===== src/sv/mtf_pkg.sv =====
// ----------------------------------------------------------------------------
// mtf_pkg
// Shared types for the move-to-front recency list.
// ----------------------------------------------------------------------------
package mtf_pkg;

   // Control sequencer states
   typedef enum logic [2:0] {
      ST_CLEAR,   // link memory rebuild sweep
      ST_IDLE,    // waiting for a request beat
      ST_LINK,    // link words back: unlink the entry
      ST_HEAD,    // relink the entry at the front
      ST_DONE     // result waits for the output register
   } mtf_state_type;

endpackage


===== src/sv/mtf_if.sv =====
// ----------------------------------------------------------------------------
// mtf_if
// Valid/ready channels of the move-to-front recency list.
// ----------------------------------------------------------------------------

// Request channel: one entry id per beat
interface mtf_req_if #(parameter int ID_W = 9);
   logic            valid;
   logic            ready;
   logic [ID_W-1:0] request_id;

   modport source (output valid, output request_id, input ready);
   modport sink   (input valid, input request_id, output ready);
endinterface

// Response channel: current tail and error flag
interface mtf_rsp_if #(parameter int ID_W = 9);
   logic            valid;
   logic            ready;
   logic [ID_W-1:0] lru_id;
   logic            bad_id;

   modport source (output valid, output lru_id, output bad_id, input ready);
   modport sink   (input valid, input lru_id, input bad_id, output ready);
endinterface

// Register write channel: entry count
interface mtf_csr_if #(parameter int ID_W = 9);
   logic            valid;
   logic            ready;
   logic [ID_W-1:0] entries_in_use;

   modport source (output valid, output entries_in_use, input ready);
   modport sink   (input valid, input entries_in_use, output ready);
endinterface


===== src/sv/move_to_front_lru_list.sv =====
// ----------------------------------------------------------------------------
// move_to_front_lru_list
// Recency order of entries 1..n kept as a doubly linked list in two link
// memories; each request moves its entry to the front and reports the tail.
// ----------------------------------------------------------------------------
//  channel  | dir | payload                      | handshake
//  ---------+-----+------------------------------+------------
//  req_if   | in  | request_id                   | valid/ready
//  rsp_if   | out | lru_id, bad_id               | valid/ready
//  csr_if   | in  | entries_in_use               | valid/ready
//
//  Bad id or request for the head: nothing moves. Move: read links, unlink,
//  relink (ST_IDLE, ST_LINK, ST_HEAD), set by the single write port of each
//  link memory. After reset and after every count write the link memories
//  are rebuilt, one slot per cycle over slots 0..n-1 (MAX_ENTRIES slots
//  after reset); req_if.ready is low meanwhile. A stalled rsp_if holds one
//  result; the next request is still taken, waiting in ST_DONE until free.
// ----------------------------------------------------------------------------
module move_to_front_lru_list #(
   parameter int MAX_ENTRIES = 256
) (
   input  logic      clock,
   input  logic      reset,
   mtf_req_if.sink   req_if,
   mtf_rsp_if.source rsp_if,
   mtf_csr_if.sink   csr_if
);

   import mtf_pkg::*;

   localparam int SLOT_W = $clog2(MAX_ENTRIES);
   localparam int ID_W   = $clog2(MAX_ENTRIES + 1);

   mtf_state_type state_ff, state_in;

   logic [ID_W-1:0]   count_ff, count_in;
   logic [SLOT_W-1:0] head_ff, head_in;
   logic [SLOT_W-1:0] tail_ff, tail_in;
   logic [SLOT_W-1:0] clr_ff, clr_in;
   logic [SLOT_W-1:0] slot_ff, slot_in;
   logic              bad_ff, bad_in;
   logic              rsp_valid_ff, rsp_valid_in;
   logic [ID_W-1:0]   rsp_lru_ff, rsp_lru_in;
   logic              rsp_bad_ff, rsp_bad_in;

   // Link memory ports
   logic              nx_we, px_we;
   logic [SLOT_W-1:0] nx_waddr, nx_wdata, px_waddr, px_wdata;
   logic [SLOT_W-1:0] rd_addr;
   logic [SLOT_W-1:0] nx_rdata, px_rdata;

   // Decoded inputs
   logic [ID_W-1:0]   req_dec;
   logic [SLOT_W-1:0] req_slot;
   logic              id_bad;
   logic [ID_W-1:0]   csr_sat;
   logic [ID_W-1:0]   csr_dec;
   logic [ID_W-1:0]   count_dec;
   logic [SLOT_W-1:0] last_slot;
   logic [ID_W-1:0]   tail_id;
   logic              out_free;
   logic              req_ready;

   // next_link memory: slot after each slot
   mtf_link_ram #(.DEPTH(MAX_ENTRIES), .WIDTH(SLOT_W)) u_next_ram (
      .clock      (clock),
      .wr_en      (nx_we),
      .wr_addr    (nx_waddr),
      .wr_data    (nx_wdata),
      .rd_addr    (rd_addr),
      .rd_data_ff (nx_rdata)
   );

   // prev_link memory: slot before each slot
   mtf_link_ram #(.DEPTH(MAX_ENTRIES), .WIDTH(SLOT_W)) u_prev_ram (
      .clock      (clock),
      .wr_en      (px_we),
      .wr_addr    (px_waddr),
      .wr_data    (px_wdata),
      .rd_addr    (rd_addr),
      .rd_data_ff (px_rdata)
   );

   // Request decode
   assign req_dec  = req_if.request_id - ID_W'(1);
   assign req_slot = req_dec[SLOT_W-1:0];
   assign id_bad   = (req_if.request_id == '0) || (req_if.request_id > count_ff);

   // Count write saturates to 1..MAX_ENTRIES
   always_comb begin
      if (csr_if.entries_in_use == '0) begin
         csr_sat = ID_W'(1);
      end else if (csr_if.entries_in_use > ID_W'(MAX_ENTRIES)) begin
         csr_sat = ID_W'(MAX_ENTRIES);
      end else begin
         csr_sat = csr_if.entries_in_use;
      end
   end

   assign csr_dec   = csr_sat - ID_W'(1);
   assign count_dec = count_ff - ID_W'(1);
   assign last_slot = count_dec[SLOT_W-1:0];
   assign tail_id   = ID_W'(tail_ff) + ID_W'(1);
   assign out_free  = !rsp_valid_ff || rsp_if.ready;

   // Sequencer: next state, memory ports and result loading
   always_comb begin
      state_in     = state_ff;
      count_in     = count_ff;
      head_in      = head_ff;
      tail_in      = tail_ff;
      clr_in       = clr_ff;
      slot_in      = slot_ff;
      bad_in       = bad_ff;
      rsp_valid_in = rsp_valid_ff && !rsp_if.ready;
      rsp_lru_in   = rsp_lru_ff;
      rsp_bad_in   = rsp_bad_ff;
      nx_we        = 1'b0;
      nx_waddr     = clr_ff;
      nx_wdata     = clr_ff + SLOT_W'(1);
      px_we        = 1'b0;
      px_waddr     = clr_ff;
      px_wdata     = clr_ff - SLOT_W'(1);
      rd_addr      = req_slot;
      req_ready    = 1'b0;

      case (state_ff)
         // Rebuild: slot i links to i+1 and back to i-1
         ST_CLEAR: begin
            nx_we = 1'b1;
            px_we = 1'b1;
            if (clr_ff == last_slot) begin
               state_in = ST_IDLE;
            end else begin
               clr_in = clr_ff + SLOT_W'(1);
            end
         end
         // Take a request; link words are read at its slot
         ST_IDLE: begin
            req_ready = 1'b1;
            if (req_if.valid) begin
               slot_in = req_slot;
               bad_in  = id_bad;
               if (id_bad || (req_slot == head_ff)) begin
                  // nothing moves
                  if (out_free) begin
                     rsp_valid_in = 1'b1;
                     rsp_lru_in   = tail_id;
                     rsp_bad_in   = id_bad;
                  end else begin
                     state_in = ST_DONE;
                  end
               end else begin
                  state_in = ST_LINK;
               end
            end
         end
         // Unlink: next[before] = after, prev[after] = before unless tail
         ST_LINK: begin
            nx_we    = 1'b1;
            nx_waddr = px_rdata;
            nx_wdata = nx_rdata;
            px_we    = (slot_ff != tail_ff);
            px_waddr = nx_rdata;
            px_wdata = px_rdata;
            if (slot_ff == tail_ff) begin
               tail_in = px_rdata;
            end
            state_in = ST_HEAD;
         end
         // Relink at the front: next[slot] = head, prev[head] = slot
         ST_HEAD: begin
            nx_we    = 1'b1;
            nx_waddr = slot_ff;
            nx_wdata = head_ff;
            px_we    = 1'b1;
            px_waddr = head_ff;
            px_wdata = slot_ff;
            head_in  = slot_ff;
            if (out_free) begin
               rsp_valid_in = 1'b1;
               rsp_lru_in   = tail_id;
               rsp_bad_in   = bad_ff;
               state_in     = ST_IDLE;
            end else begin
               state_in = ST_DONE;
            end
         end
         // Result waits for the output register
         ST_DONE: begin
            if (out_free) begin
               rsp_valid_in = 1'b1;
               rsp_lru_in   = tail_id;
               rsp_bad_in   = bad_ff;
               state_in     = ST_IDLE;
            end
         end
         default: begin
            state_in = ST_IDLE;
         end
      endcase

      // Count write restarts the order
      if (csr_if.valid) begin
         count_in = csr_sat;
         head_in  = '0;
         tail_in  = csr_dec[SLOT_W-1:0];
         clr_in   = '0;
         state_in = ST_CLEAR;
      end
   end

   // Control registers
   always_ff @(posedge clock) begin
      if (reset) begin
         state_ff     <= ST_CLEAR;
         count_ff     <= ID_W'(MAX_ENTRIES);
         head_ff      <= '0;
         tail_ff      <= SLOT_W'(MAX_ENTRIES - 1);
         clr_ff       <= '0;
         rsp_valid_ff <= 1'b0;
      end else begin
         state_ff     <= state_in;
         count_ff     <= count_in;
         head_ff      <= head_in;
         tail_ff      <= tail_in;
         clr_ff       <= clr_in;
         rsp_valid_ff <= rsp_valid_in;
      end
   end

   // Payload registers
   always_ff @(posedge clock) begin
      slot_ff    <= slot_in;
      bad_ff     <= bad_in;
      rsp_lru_ff <= rsp_lru_in;
      rsp_bad_ff <= rsp_bad_in;
   end

   // Ports
   assign req_if.ready  = req_ready;
   assign csr_if.ready  = 1'b1;
   assign rsp_if.valid  = rsp_valid_ff;
   assign rsp_if.lru_id = rsp_lru_ff;
   assign rsp_if.bad_id = rsp_bad_ff;

   // Head and tail stay inside the tracked range
   a_ptr_range: assert property (@(posedge clock) disable iff (reset)
      (ID_W'(head_ff) < count_ff) && (ID_W'(tail_ff) < count_ff))
      else $error("head or tail beyond entry count");

   // A reported tail is always a tracked id
   a_rsp_range: assert property (@(posedge clock) disable iff (reset)
      rsp_valid_ff |-> (rsp_lru_ff != '0) && (rsp_lru_ff <= count_ff))
      else $error("lru_id outside 1..count");

   // A moved entry never links back to itself; the tail's next word is unused
   a_no_self_link: assert property (@(posedge clock) disable iff (reset)
      (state_ff == ST_LINK) |-> (px_rdata != slot_ff) &&
         ((slot_ff == tail_ff) || (nx_rdata != slot_ff)))
      else $error("entry links to itself");

   // After a relink the moved entry is the head
   a_head_update: assert property (@(posedge clock) disable iff (reset)
      (state_ff == ST_HEAD) && !csr_if.valid |=> head_ff == $past(slot_ff))
      else $error("head not updated after move");

endmodule


===== src/sv/mtf_link_ram.sv =====
// ----------------------------------------------------------------------------
// mtf_link_ram
// Single write port, single read port link memory with registered read data.
// ----------------------------------------------------------------------------
module mtf_link_ram #(
   parameter int DEPTH = 256,
   parameter int WIDTH = 8
) (
   input  logic                     clock,
   input  logic                     wr_en,
   input  logic [$clog2(DEPTH)-1:0] wr_addr,
   input  logic [WIDTH-1:0]         wr_data,
   input  logic [$clog2(DEPTH)-1:0] rd_addr,
   output logic [WIDTH-1:0]         rd_data_ff
);

   logic [WIDTH-1:0] mem [DEPTH];

   // Write port
   always_ff @(posedge clock) begin
      if (wr_en) begin
         mem[wr_addr] <= wr_data;
      end
   end

   // Read port with registered read data
   always_ff @(posedge clock) begin
      rd_data_ff <= mem[rd_addr];
   end

endmodule


===== src/flat_wrapper.sv =====
// flat-port wrapper written by rule: the top's interface ports become plain ports
module move_to_front_lru_list_flat import mtf_pkg::*;
#(
   parameter int MAX_ENTRIES = 256
)
  (clock, reset, req_if_valid, req_if_request_id, req_if_ready, rsp_if_valid, rsp_if_lru_id, rsp_if_bad_id, rsp_if_ready, csr_if_valid, csr_if_entries_in_use, csr_if_ready);
  mtf_req_if #(.ID_W((9))) req_if_i ();
  mtf_rsp_if #(.ID_W((9))) rsp_if_i ();
  mtf_csr_if #(.ID_W((9))) csr_if_i ();
  input  logic clock;
  input  logic reset;
  input wire logic [$bits(req_if_i.valid)-1:0] req_if_valid;
  input wire logic [$bits(req_if_i.request_id)-1:0] req_if_request_id;
  output wire logic [$bits(req_if_i.ready)-1:0] req_if_ready;
  output wire logic [$bits(rsp_if_i.valid)-1:0] rsp_if_valid;
  output wire logic [$bits(rsp_if_i.lru_id)-1:0] rsp_if_lru_id;
  output wire logic [$bits(rsp_if_i.bad_id)-1:0] rsp_if_bad_id;
  input wire logic [$bits(rsp_if_i.ready)-1:0] rsp_if_ready;
  input wire logic [$bits(csr_if_i.valid)-1:0] csr_if_valid;
  input wire logic [$bits(csr_if_i.entries_in_use)-1:0] csr_if_entries_in_use;
  output wire logic [$bits(csr_if_i.ready)-1:0] csr_if_ready;
  assign req_if_i.valid = req_if_valid;
  assign req_if_i.request_id = req_if_request_id;
  assign req_if_ready = req_if_i.ready;
  assign rsp_if_valid = rsp_if_i.valid;
  assign rsp_if_lru_id = rsp_if_i.lru_id;
  assign rsp_if_bad_id = rsp_if_i.bad_id;
  assign rsp_if_i.ready = rsp_if_ready;
  assign csr_if_i.valid = csr_if_valid;
  assign csr_if_i.entries_in_use = csr_if_entries_in_use;
  assign csr_if_ready = csr_if_i.ready;
  move_to_front_lru_list #(.MAX_ENTRIES(MAX_ENTRIES)) u_core (.clock(clock), .reset(reset), .req_if(req_if_i), .rsp_if(rsp_if_i), .csr_if(csr_if_i));
endmodule

===== config.mk =====
export PLATFORM = sky130hd
export DESIGN_NAME = move_to_front_lru_list_flat
export DESIGN_NICKNAME = d
export VERILOG_FILES = /design/src/sv/mtf_pkg.sv /design/src/sv/mtf_if.sv /design/src/sv/move_to_front_lru_list.sv /design/src/sv/mtf_link_ram.sv /design/src/flat_wrapper.sv
export SDC_FILE = /design/constraint.sdc
export NUM_CORES = 2
export LEC_CHECK = 0
export BUFFER_PORTS_ARGS = -buffer_cell sky130_fd_sc_hd__buf_2
export CORE_UTILIZATION = 50
export CTS_CLUSTER_SIZE = 28
export DETAILED_ROUTE_END_ITERATION = 8
export PLACE_DENSITY = 0.65
export REMOVE_ABC_BUFFERS = 1
export SLEW_MARGIN = 25
export SYNTH_ARGS = -nofsm -noshare
export SYNTH_HDL_FRONTEND = slang
export SYNTH_SLANG_ARGS = --single-unit

===== constraint.sdc =====
create_clock -name clock -period 31.5 [get_ports clock]
set_clock_uncertainty 0.1 [all_clocks]
set_input_delay 4.725 -clock clock [delete_from_list [all_inputs] [get_ports clock]]
set_output_delay 4.725 -clock clock [all_outputs]
set_load 0.05 [all_outputs]

==> summary.txt <==
Timing
  • Worst Tran Pin Value: around 1.1 ns
  • Fin crit period: between 10 and 15 ns
  • Total negative slack: 0 ns
  • Slew Viols, Final: 0
  • Final hold viol count: 0
  • RSZ-0062 raised after global routing: no
  • Final setup fails: 0
  • Period utilization: a little over a third
  • Slew margin rel.: between 20% and 30%
  • Max frequency: approximately 91 MHz

Pwr
  • Clock group share of total power: approximately two fifths
  • Switching Fraction: 21.4%
  • Power, Total: ~12 mW
  • Leak: 54.6 nW
  • Combinational power share: under 10%
  • Pwr Density: roughly 64 nW/um^2
  • Internal power: a little over 9 mW
  • Switch Pwr: about 2.5 mW
  • Flop pwr share: approximately 53%
  • VDD IR-drop max: 43.4 uV

Synth
  • Post-synthesis compound-gate area fraction: roughly 1.6%
  • Largest family of logic cells by synthesized area: multiplexers
  • Synthesized area per cell: approximately 22 sq um
  • Synth Instances: around 7300
  • Synth cell types: roughly 70
  • Number of synthesis warnings: 0
  • Post-synthesis xor/xnor area fraction: 0.258%
  • Post-synthesis simple-gate area fraction: between 2 and 2.5%
  • Asr flop ratio synth: 0%
  • FF+latch count, synth: 4168
  • Post-synth EDFFs: roughly 4000
  • Main synth FF type: edfxtp_1
  • Post-synthesis adder-cell area fraction: less than 1%
  • Seq/Total Area, Yosys: 76.9%
  • Mux share of post-synthesis cell area: around 18%
  • Post-synthesis cell area: around 160000 sq um

Die
  • # rows: roughly 210
  • Die ar.: between 300000 and 400000 sq um
  • Die Ht: 571 microns
  • Die X: ~570 microns
  • I/O Pins: 36
  • Initial Util: 50.4%
  • Floorplan Core Area: around 320000 sq um

CTS
  • Post-CTS Setup Inserts: 0
  • Latest clock arrival within the worst-skew pair: 0.97 ns
  • CTS max path bufs: 4
  • Post-CTS resize count: 0
  • Hold-fix buffers, CTS: 0
  • Clk slew on worst S/H paths: 0.06 ns
  • CTS Root Buffer Type: clkbuf_16
  • Number of CTS-inserted buffers: 408
  • TritonCTS sink count: about 4200
  • Htree depth: 5
  • CTS tree: built

Final layout
  • Area growth syn-to-layout: 11.7%
  • Ratio of cells with drive above 1 in the final layout: approximately a quarter
  • Util after Layout: 56.3%
  • Commonest non-fill, non-tap cell in the layout: edfxtp_1
  • Fill count: roughly 23000
  • Post-route cell area: approximately 180000 sq um
  • Most frequent cells in the layout: 4115 x edfxtp_1, 1151 x mux4_2, 583 x nor2_1
  • Fin nets: 7512

Run
  • Max-capacitance violation count: 0

Global routing
  • Vias in the first global route: 77300
  • Largest net degree at the start of global routing: between 200 and 250
  • Antenna violations before repair: 27
  • GR Overflow Total: 0
  • Global-route wire length before repair: between 500000 and 600000 microns
  • Total Routing Usage GR: between 20% and 30%

Route
  • DRT met1 WL: roughly 160000 microns
  • Initial DRC count: 9121
  • Antenna Nets Post-Route: 0
  • Routed wire length: 397000 microns
  • Wire length per cell: approximately 33 microns
  • Residual DRC: 0
  • Routed wl met2: 193000 microns
  • DR vias: between 70000 and 80000
  • First-pass DRT Iterations: 9
  • Highest Signal Layer: met5
  • DR vias/cell: 6.31
  • Met3 wire length: roughly 32000 microns

Setup path
  • Worst setup EP type: flip-flop
  • Crit path DAT: between 10 and 15 ns
  • Critical path class: in -> reg
  • Worst-path fanout max: about 120
  • CP required: 32.18 ns
  • Crit start category: input pin

Placed design
  • Placer Congestion: approximately 0.84
  • Port Buffers: 34
  • DP Wirelength: roughly 230000 microns
  • Area post-placement: 168000 sq um

Status
  • Status: completed

Min path
  • Worst hold path type: reg -> reg
-- cell usage after synthesis (6+ instances only) --
master / instances / area [sq um]
dfxtp_1: 53 / 1060
o221ai_1: 60 / 526
o2111ai_1: 10 / 87.6
xor2_1: 20 / 175
or2_2: 14 / 87.6
nor4_1: 6 / 37.5
mux2_2: 12 / 135
mux4_2: 1151 / 25900
clkbuf_1: 247 / 927
edfxtp_1: 4115 / 124000
nand2_1: 92 / 345
o2111ai_2: 9 / 135
a22oi_1: 33 / 248
buf_1: 63 / 236
a21o_1: 6 / 45.0
nor2b_1: 26 / 163
nand3_1: 23 / 115
mux2i_1: 271 / 2710
nor2_1: 614 / 2300
and3_1: 9 / 56.3
inv_1: 22 / 82.6
a21oi_1: 27 / 135
xnor2_1: 24 / 210
nand2b_1: 16 / 100
o22ai_1: 93 / 582
nor3_1: 19 / 95.1
a22o_1: 21 / 184
o21ai_0: 17 / 85.1
ha_1: 16 / 200
a211oi_1: 18 / 135
a22o_4: 9 / 158
buf_2: 100 / 500
-- power groups by stage --
stage               sequential (mW)  combinational (mW)  clock, mW
global placement               6.24               0.663          0
CTS                            6.12               0.673       4.87
floorplan                      6.26               0.876          0
detailed placement             6.24               0.673          0
global route                   6.11               0.703       5.08
finish                         6.12               0.671       4.82
-- final timing paths --
| kind | from | end | slack [ns] | cells after the start |
|---|---|---|---|---|
| max | req_if_request_id[0] | u_core.u_prev_ram.rd_data_ff[0]$_DFF_P_ | 20.45 | 13 |
| min | u_core.count_ff[8]$_SDFFE_PP1P_ | u_core.count_ff[8]$_SDFFE_PP1P_ | 0.41 | 2 |
| max reg2reg | u_core.state_ff[2]$_SDFFE_PP0P_ | u_core.u_prev_ram.mem[189][1]$_DFFE_PP_ | 26.51 | 8 |
| min reg2reg | u_core.count_ff[8]$_SDFFE_PP1P_ | u_core.count_ff[8]$_SDFFE_PP1P_ | 0.41 | 2 |
-- per-layer routing --
layer	GRT usage, %	up-vias
met1	34.2	41300
met4	8.16	14
met3	4.41	626
met2	38.8	3549
met5	0.118	-
li1	-	31200
-- final cells by class --
class                           instances  area [sq um]  area share, %
Inverter                               24          90.1         0.0498
Antenna cell                           19          47.5         0.0263
Tap cell                             4305          5390           2.98
Sequential cell                      4168        125000           68.9
Clock buffer                          509         10700           5.94
Timing Repair Buffer                  179          1640          0.906
Clock inverter                        240          2340           1.30
Multi-Input combinational cell       2692         36100           19.9
-- sequential cells by signal (all words and copies together) (netlist names) --
signal,count
u_core.u_prev_ram.mem,2048
u_core.state_ff,3
u_core.rsp_if.lru_id,9
u_core.u_next_ram.rd_data_ff,8
u_core.rsp_if.bad_id,1
u_core.slot_ff,8
u_core.count_ff,9
u_core.head_ff,8
u_core.rsp_if.valid,1
u_core.tail_ff,8
u_core.u_prev_ram.rd_data_ff,8
u_core.bad_ff,1
u_core.u_next_ram.mem,2048
u_core.clr_ff,8
-- kinds of logic after synthesis --
family | Yosys count
mux | 1434
buf+inv | 439
other cells | 1
compound gates | 340
flops | 4168
fa+ha+maj | 16
simple gates | 855
xor+xnor | 46
-- critical path, cell delays in order --
cell       delay (ns)
buf_12           0.26
inv_1            0.22
ha_4             0.85
buf_12           0.53
buf_12           0.50
buf_4            0.80
buf_4            0.81
buf_4            0.75
mux4_2           0.42
mux2i_1          0.25
o22ai_1          0.21
o22ai_1          0.57
o2111ai_2        0.15
-- metrics by stage --
stage	cells	hold slack [ns]	worst slack, ns
after CTS	12100	0.411	20.56
final	12100	0.407	20.45
after detailed placement	11400	0.397	19.53
after global placement	11400	0.393	19.63
after floorplan	6884	0.367	1.94
after global routing	12100	0.453	20.28
(Power assumes the default switching activity.)
